### src/hw/rtl/sld_pkg.sv
package sld_pkg;

    // byte codes used by the classifier and the decoder
    localparam logic [7:0] LEAD_PUNCT = 8'h81;
    localparam logic [7:0] LEAD_LATIN = 8'h82;

    // full-width punctuation second bytes
    localparam logic [7:0] PU_SPACE  = 8'h40;
    localparam logic [7:0] PU_PERIOD = 8'h44;
    localparam logic [7:0] PU_COLON  = 8'h46;
    localparam logic [7:0] PU_SLASH  = 8'h5E;
    localparam logic [7:0] PU_LPAREN = 8'h69;
    localparam logic [7:0] PU_RPAREN = 8'h6A;

    // full-width latin second byte ranges (first, one past last)
    localparam logic [7:0] DIGIT_LO = 8'h4F;
    localparam logic [7:0] DIGIT_HI = 8'h59;
    localparam logic [7:0] UPPER_LO = 8'h60;
    localparam logic [7:0] UPPER_HI = 8'h7A;
    localparam logic [7:0] LOWER_LO = 8'h81;
    localparam logic [7:0] LOWER_HI = 8'h9B;

    // queue between front and back
    localparam int QUEUE_DEPTH = 2;
    localparam int QPTR_W      = (QUEUE_DEPTH > 1) ? $clog2(QUEUE_DEPTH) : 1;
    localparam int QCNT_W      = $clog2(QUEUE_DEPTH + 1);

    // classified byte as handed from front to back
    typedef struct packed {
        logic       start;
        logic       is_zero;
        logic       lead_punct;
        logic       lead_latin;
        logic       plain_ok;
        logic [6:0] plain_ch;
        logic [6:0] punct_ch;
        logic [6:0] latin_ch;
    } item_t;

    // one result
    typedef struct packed {
        logic       accepted;
        logic       done_res;
        logic [6:0] char_out;
        logic       char_valid;
    } result_t;

endpackage

### src/hw/rtl/sjis_latin_string_decoder.sv
// channel | dir | tdata fields (low bit up)      | tuser      | tlast
// s_*     | in  | in_byte[7:0]                   | start_new  | -
// m_*     | out | char_valid, char_out[6:0]      | accepted   | done_res
//
// one byte per cycle while m_tready is high; a result reaches m_tvalid
// via the two-entry queue and the output register, later behind earlier bytes
// the decoder state update in the back stage sets the one-byte step
// rst_n clears queue, decoder state and output valid asynchronously
// s_tready drops only when the queue is full, so an output stall
// backs up through the queue before it reaches the input
module sjis_latin_string_decoder
(
    input  logic       clk,
    input  logic       rst_n,
    input  logic       s_tvalid,
    output logic       s_tready,
    input  logic [7:0] s_tdata,  // in_byte[7:0]
    input  logic       s_tuser,  // start_new
    output logic       m_tvalid,
    input  logic       m_tready,
    output logic [7:0] m_tdata,  // char_valid, char_out[6:0]
    output logic       m_tuser,  // accepted
    output logic       m_tlast
);

    sld_pkg::item_t                in_item;
    sld_pkg::item_t                head_item;
    sld_pkg::result_t              result;
    logic                          q_full;
    logic                          q_not_empty;
    logic                          q_pop;
    logic [sld_pkg::QCNT_W-1:0]    q_level;

    // input classification
    sld_front u_front
    (
        .in_byte   (s_tdata),
        .start_new (s_tuser),
        .item      (in_item)
    );

    assign s_tready = !q_full;

    // queue between classifier and decoder
    sld_queue u_queue
    (
        .clk       (clk),
        .rst_n     (rst_n),
        .push      (s_tvalid && s_tready),
        .push_item (in_item),
        .full      (q_full),
        .pop       (q_pop),
        .not_empty (q_not_empty),
        .head      (head_item),
        .level     (q_level)
    );

    // stateful decoder with output register
    sld_back u_back
    (
        .clk        (clk),
        .rst_n      (rst_n),
        .item_valid (q_not_empty),
        .item       (head_item),
        .item_take  (q_pop),
        .res_valid  (m_tvalid),
        .res_ready  (m_tready),
        .res        (result)
    );

    assign m_tdata = {result.char_out, result.char_valid};
    assign m_tuser = result.accepted;
    assign m_tlast = result.done_res;

    // acceptance only comes with the end of a candidate
    assert property (@(posedge clk) disable iff (!rst_n)
        m_tvalid && m_tuser |-> m_tlast)
        else $error("accepted without done");

    // a character is never emitted on the ending byte
    assert property (@(posedge clk) disable iff (!rst_n)
        m_tvalid && m_tdata[0] |-> !m_tlast)
        else $error("character on ending byte");

    // no character code without the valid flag
    assert property (@(posedge clk) disable iff (!rst_n)
        m_tvalid && !m_tdata[0] |-> m_tdata[7:1] == 7'h00)
        else $error("character code without valid");

    // queue never overfills and never drains when empty
    assert property (@(posedge clk) disable iff (!rst_n)
        q_level <= sld_pkg::QCNT_W'(sld_pkg::QUEUE_DEPTH) && (!q_pop || q_level != '0))
        else $error("queue level out of range");

endmodule

### src/hw/rtl/sld_front.sv
module sld_front
(
    input  logic [7:0]     in_byte,
    input  logic           start_new,
    output sld_pkg::item_t item
);

    // punctuation after the 0x81 lead, zero when no match
    function automatic logic [6:0] punct_map(input logic [7:0] b);
        logic [6:0] ch;
        begin
            ch = 7'h00;
            if (b == sld_pkg::PU_SPACE)  ch = 7'h20;
            if (b == sld_pkg::PU_PERIOD) ch = 7'h2E;
            if (b == sld_pkg::PU_COLON)  ch = 7'h3A;
            if (b == sld_pkg::PU_SLASH)  ch = 7'h2F;
            if (b == sld_pkg::PU_LPAREN) ch = 7'h28;
            if (b == sld_pkg::PU_RPAREN) ch = 7'h29;
            return ch;
        end
    endfunction

    // digits and letters after the 0x82 lead, zero when no match
    function automatic logic [6:0] latin_map(input logic [7:0] b);
        logic [7:0] up;
        logic [7:0] lo;
        logic [6:0] ch;
        begin
            up = b - 8'h1F;
            lo = b - 8'h20;
            ch = 7'h00;
            if ((b >= sld_pkg::DIGIT_LO && b < sld_pkg::DIGIT_HI) ||
                (b >= sld_pkg::UPPER_LO && b < sld_pkg::UPPER_HI))
                ch = up[6:0];
            if (b >= sld_pkg::LOWER_LO && b < sld_pkg::LOWER_HI)
                ch = lo[6:0];
            return ch;
        end
    endfunction

    // byte classification, independent of decoder state
    always_comb
    begin
        item.start      = start_new;
        item.is_zero    = (in_byte == 8'h00);
        item.lead_punct = (in_byte == sld_pkg::LEAD_PUNCT);
        item.lead_latin = (in_byte == sld_pkg::LEAD_LATIN);
        item.plain_ok   = (in_byte >= 8'h20 && in_byte < 8'h80) ||
                          in_byte == 8'h09 || in_byte == 8'h0A || in_byte == 8'h0D;
        item.plain_ch   = in_byte[6:0];
        item.punct_ch   = punct_map(in_byte);
        item.latin_ch   = latin_map(in_byte);
    end

endmodule

### src/hw/rtl/sld_queue.sv
module sld_queue
(
    input  logic                       clk,
    input  logic                       rst_n,
    input  logic                       push,
    input  sld_pkg::item_t             push_item,
    output logic                       full,
    input  logic                       pop,
    output logic                       not_empty,
    output sld_pkg::item_t             head,
    output logic [sld_pkg::QCNT_W-1:0] level
);

    sld_pkg::item_t                slot_reg [sld_pkg::QUEUE_DEPTH];
    logic [sld_pkg::QPTR_W-1:0]    wr_ptr_reg;
    logic [sld_pkg::QPTR_W-1:0]    wr_ptr_next;
    logic [sld_pkg::QPTR_W-1:0]    rd_ptr_reg;
    logic [sld_pkg::QPTR_W-1:0]    rd_ptr_next;
    logic [sld_pkg::QCNT_W-1:0]    count_reg;
    logic [sld_pkg::QCNT_W-1:0]    count_next;

    localparam logic [sld_pkg::QPTR_W-1:0] LAST_PTR = sld_pkg::QPTR_W'(sld_pkg::QUEUE_DEPTH - 1);
    localparam logic [sld_pkg::QCNT_W-1:0] FULL_CNT = sld_pkg::QCNT_W'(sld_pkg::QUEUE_DEPTH);

    assign full      = (count_reg == FULL_CNT);
    assign not_empty = (count_reg != '0);
    assign head      = slot_reg[rd_ptr_reg];
    assign level     = count_reg;

    // pointer and fill level update
    always_comb
    begin
        wr_ptr_next = wr_ptr_reg;
        rd_ptr_next = rd_ptr_reg;
        count_next  = count_reg;
        if (push)
            wr_ptr_next = (wr_ptr_reg == LAST_PTR) ? '0 : wr_ptr_reg + 1'b1;
        if (pop)
            rd_ptr_next = (rd_ptr_reg == LAST_PTR) ? '0 : rd_ptr_reg + 1'b1;
        if (push && !pop)
            count_next = count_reg + 1'b1;
        else if (pop && !push)
            count_next = count_reg - 1'b1;
    end

    always_ff @(posedge clk or negedge rst_n)
    begin
        if (!rst_n)
        begin
            wr_ptr_reg <= '0;
            rd_ptr_reg <= '0;
            count_reg  <= '0;
        end
        else
        begin
            wr_ptr_reg <= wr_ptr_next;
            rd_ptr_reg <= rd_ptr_next;
            count_reg  <= count_next;
        end
    end

    // slot storage
    always_ff @(posedge clk)
    begin
        if (push)
            slot_reg[wr_ptr_reg] <= push_item;
    end

endmodule

### src/hw/rtl/sld_back.sv
module sld_back
(
    input  logic             clk,
    input  logic             rst_n,
    input  logic             item_valid,
    input  sld_pkg::item_t   item,
    output logic             item_take,
    output logic             res_valid,
    input  logic             res_ready,
    output sld_pkg::result_t res
);

    typedef enum logic [2:0] {
        MODE_NORMAL = 3'b001,
        MODE_PUNCT  = 3'b010,
        MODE_LATIN  = 3'b100
    } mode_t;

    mode_t            mode_reg;
    mode_t            mode_next;
    logic [1:0]       count_reg;
    logic [1:0]       count_next;
    logic             active_reg;
    logic             active_next;
    logic             out_valid_reg;
    logic             out_valid_next;
    sld_pkg::result_t out_reg;
    sld_pkg::result_t out_next;

    mode_t            cur_mode;
    logic [1:0]       cur_count;
    logic             cur_active;
    logic             reject;

    // take an item whenever the output register is free or being drained
    assign item_take = item_valid && (!out_valid_reg || res_ready);
    assign res_valid = out_valid_reg;
    assign res       = out_reg;

    // decode step
    always_comb
    begin
        cur_mode   = item.start ? MODE_NORMAL : mode_reg;
        cur_count  = item.start ? 2'd0 : count_reg;
        cur_active = item.start ? 1'b1 : active_reg;
        reject     = 1'b0;
        out_next   = '0;
        mode_next  = cur_mode;
        active_next = cur_active;
        if (cur_active)
        begin
            if (item.is_zero)
            begin
                out_next.done_res = 1'b1;
                out_next.accepted = (cur_count == 2'd2);
                active_next       = 1'b0;
            end
            else
            begin
                unique case (cur_mode)
                    MODE_NORMAL:
                    begin
                        if (item.lead_punct)
                            mode_next = MODE_PUNCT;
                        else if (item.lead_latin)
                            mode_next = MODE_LATIN;
                        else if (item.plain_ok)
                        begin
                            out_next.char_valid = 1'b1;
                            out_next.char_out   = item.plain_ch;
                        end
                        else
                            reject = 1'b1;
                    end
                    MODE_PUNCT:
                    begin
                        if (item.punct_ch != 7'h00)
                        begin
                            out_next.char_valid = 1'b1;
                            out_next.char_out   = item.punct_ch;
                            mode_next           = MODE_NORMAL;
                        end
                        else
                            reject = 1'b1;
                    end
                    MODE_LATIN:
                    begin
                        if (item.latin_ch != 7'h00)
                        begin
                            out_next.char_valid = 1'b1;
                            out_next.char_out   = item.latin_ch;
                            mode_next           = MODE_NORMAL;
                        end
                        else
                            reject = 1'b1;
                    end
                    default:
                        reject = 1'b1;
                endcase
            end
            if (reject)
            begin
                out_next    = '0;
                out_next.done_res = 1'b1;
                active_next = 1'b0;
            end
        end
        count_next = (out_next.char_valid && cur_count != 2'd2) ? cur_count + 2'd1 : cur_count;
        out_valid_next = item_take ? 1'b1 : (out_valid_reg && !res_ready);
    end

    // decoder state and output valid
    always_ff @(posedge clk or negedge rst_n)
    begin
        if (!rst_n)
        begin
            mode_reg      <= MODE_NORMAL;
            count_reg     <= 2'd0;
            active_reg    <= 1'b0;
            out_valid_reg <= 1'b0;
        end
        else
        begin
            out_valid_reg <= out_valid_next;
            if (item_take)
            begin
                mode_reg   <= mode_next;
                count_reg  <= count_next;
                active_reg <= active_next;
            end
        end
    end

    // result payload
    always_ff @(posedge clk)
    begin
        if (item_take)
            out_reg <= out_next;
    end

endmodule
### config.mk
export PLATFORM = sky130hd
export DESIGN_NAME = sjis_latin_string_decoder
export DESIGN_NICKNAME = d
export VERILOG_FILES = /design/src/hw/rtl/sld_pkg.sv /design/src/hw/rtl/sjis_latin_string_decoder.sv /design/src/hw/rtl/sld_front.sv /design/src/hw/rtl/sld_queue.sv /design/src/hw/rtl/sld_back.sv
export SDC_FILE = /design/constraint.sdc
export NUM_CORES = 1
export LEC_CHECK = 0
export BUFFER_PORTS_ARGS = -buffer_cell sky130_fd_sc_hd__buf_2
export CAP_MARGIN = 20
export CORE_MARGIN = 8
export CORE_UTILIZATION = 40
export DETAILED_ROUTE_END_ITERATION = 12
export PLACE_DENSITY = 0.67
export SLEW_MARGIN = 15
export SYNTH_ARGS = -nofsm -noshare
export SYNTH_HDL_FRONTEND = slang
export SYNTH_SLANG_ARGS = --single-unit
### constraint.sdc
create_clock -name clk -period 2.8 [get_ports clk]
set_input_delay 0.56 -clock clk [delete_from_list [all_inputs] [get_ports clk]]
set_output_delay 0.56 -clock clk [all_outputs]
set_load 0.05 [all_outputs]
==> results.cfg <==
[status]
status = finished, final reports clean

[clock_network]
ctsHoldBuffers = 0
cts_buffers = 9
cts-root-buf = clkbuf_8
clockBufferDepth = 2
cts_sinks = 71
ctsHtreeMaxLevel = 3
cts_setup_buffers = 0
path_clk_slew_ns = 0.08
insertion_delay_ns = 0.34
cts.repair.resized = 0
cts_tree = built

[yosys]
ys_ff_latch = 71
synth_top_area_share_pct = 50.38
yosys_most_used_dff = edfxtp_1
yosysSeqAreaShare_pct = 58.12
synthMostInstantiatedCell = edfxtp_1
synth.avg_cell_area_um2 = 12.29
synth_cell_types = 60
synthArstFlopShare_pct = 15.49
synthCells = 291
synth_commonest_cells = edfxtp_1, nor2_1, nand2_1, a21oi_1, mux2i_1
yosysTopAreaCell = edfxtp_1
synth_edf_count = 60
yosys_warnings = 0
synth_area_leaders = edfxtp_1, dfrtp_1, mux2i_1, ha_1, a21oi_1
syn_area_um2 = 3576
syn_nets = 313

[route]
ant_nets = 0
drc = 0
firstDrtPassIters = 4
viasPerCell = 5.582
drt_iter0_markers = 124
routedWlPerCell_um = 16.35
vias = 2417
wl_um = 7081

[power_and_ir_drop]
cellPowerDensity_nw_per_um2 = 974.5
p_switching_w = 0.001481
p_comb_share_pct = 36.8
internal_power_w = 0.002443
p_seq_share_pct = 42.5
peakVddDrop_mv = 0.3110
p_clk_share_pct = 20.7
swShare_pct = 37.74
p_leak_nw = 1.519

[critical_path]
cp-end-kind = flop
timing.rr.end = u_back.res[2]$_SDFFCE_PP0P_
cp-start-kind = flop
cp_data_arrival_time_ns = 2.49
critPathRequiredTime_ns = 2.89
ff2ff_path_depth = 7
r2r_slack_ns = 0.40
crit_fanout = 9
path_class = flop to flop
r2r-start = u_queue.rd_ptr_reg$_DFFE_PN0P_

[timing]
period_minus_slack_ns = 2.401
fin_tns_setup_ns = 0
tightest_slew_ns = 0.7829
fin_crit_sh_pct = 85.75
setup_viol = 0
fmax_mhz = 416.5
hold_viol = 0
fin_skew_ns = 0.006437
layout_setup_ws_ns = 0.3991
rsz0062_at_grt = false
max_slew_margin_pct = 47.40
slew_violations = 0

[global_route]
grt_pass1_vias = 2340
antenna_found_initial = 0
grt_max_degree = 26
grt_pass1_wl_um = 11390
track_usage_pct = 11.52
grt_overflow = 0

[placement]
place_ws_ns = 0.2741
dp_hpwl_um = 5124
io_buffers = 24
routabilityCongestion = 0.9223

[floorplanning]
rows = 34
die_height_um = 110.6
ios = 25
initial_core_util_pct = 41.21
die_area_um2 = 12220
die_w_um = 110.6
core-area_um2 = 8678

[final_layout]
antennaDiodeCount = 0
largest_reg_flops = 50
drive_gt1_share_pct = 20.31
num-fill-cells = 794
area_growth_pct = 12.60
nets = 342
post-route-util_pct = 46.40

[flow_run]
cap_viol_max_count = 0

[hold_path]
worst_hold_path_type = input pin to asynchronous set/reset pin
-- metal layers --
metal / vias up / share of wire, % / global-route usage (%)
met2: 79 / 47 / 17.85
met4: 0 / 1.8 / 6.306
met3: 8 / 6.6 / 2.814
li1: 1163 / - / -
met5: - / 0 / 0
met1: 1167 / 45 / 14.41
-- worst max path at each step --
stage	cells after the start	slack, ns	endpoint	startpoint
2_1_floorplan	3	0.23	u_queue.slot_reg[0][0]$_DFFE_PP_	u_queue.level[0]$_DFFE_PN0P_
3_3_place_gp	9	0.33	u_queue.slot_reg[0][3]$_DFFE_PP_	s_tdata[1]
3_5_place_dp	9	0.27	u_queue.slot_reg[1][3]$_DFFE_PP_	s_tdata[1]
4_1_cts	7	0.40	u_back.res[2]$_SDFFCE_PP0P_	u_queue.rd_ptr_reg$_DFFE_PN0P_
5_1_grt	7	0.24	u_back.res[4]$_SDFFCE_PP0P_	u_queue.rd_ptr_reg$_DFFE_PN0P_
6_report	7	0.40	u_back.res[2]$_SDFFCE_PP0P_	u_queue.rd_ptr_reg$_DFFE_PN0P_
-- logic make-up (layout without fill, tap and decap cells) --
kind of cell,after synthesis,count (layout),share of synthesized area (%)
AOI/OAI and AO/OA,64,64,12.53
DFF,71,71,58.12
and+or+nand+nor,95,95,14.42
xor gates and xnor gates,7,7,1.715
adders and majority gates,9,9,3.149
muxes,24,24,7.313
buffers and inverters,21,55,2.764
-- final cells by class --
type / instances / area (um2) / share of cell area [%]
clock buffers: 9 / 123.9 / 3.076
clock inverters: 7 / 80.08 / 1.989
inverters: 10 / 37.54 / 0.9323
multi-input cells: 199 / 1401 / 34.80
flip-flops and latches: 71 / 2078 / 51.62
well taps: 108 / 135.1 / 3.356
repair buffers: 29 / 170.2 / 4.226
-- worst max-delay path: stages (launching register included) --
cell and delay (ns):
dfrtp_1 0.62, mux2i_4 0.40, buf_4 0.21, nand2_1 0.16, a21o_1 0.22, and3_1 0.21, nand2b_1 0.23, nor2_1 0.09
-- metrics by stage --
step                      instances  hold WS (ns)  total power [W]  cell area, um2
after CTS                       433       0.06557         0.003959            4026
after global placement          417        0.4457         0.003105            3822
final                           433       0.07659         0.003924            4026
after floorplan                 291        0.2644         0.002783            3576
after detailed placement        417        0.4489         0.003134            3822
after global routing            433       0.07029         0.004130            4026
-- power groups by stage --
stage | sequential (W) | combinational, W | clock, W
after global placement | 0.00168 | 0.00143 | 0
final | 0.00167 | 0.00144 | 0.000812
after floorplan | 0.00186 | 0.000928 | 0
after CTS | 0.00167 | 0.00145 | 0.000840
after detailed placement | 0.00169 | 0.00144 | 0
after global routing | 0.00170 | 0.00156 | 0.000874
-- placed cells by master (no fill, tap or decap), types with 9 or more instances in the layout --
cell / n
inv_1: 10
a21oi_1: 18
nand2_1: 21
mux2i_1: 16
dfrtp_1: 10
clkbuf_8: 9
nor2_1: 23
buf_2: 24
ha_1: 9
edfxtp_1: 60
(Power assumes the default switching activity.)
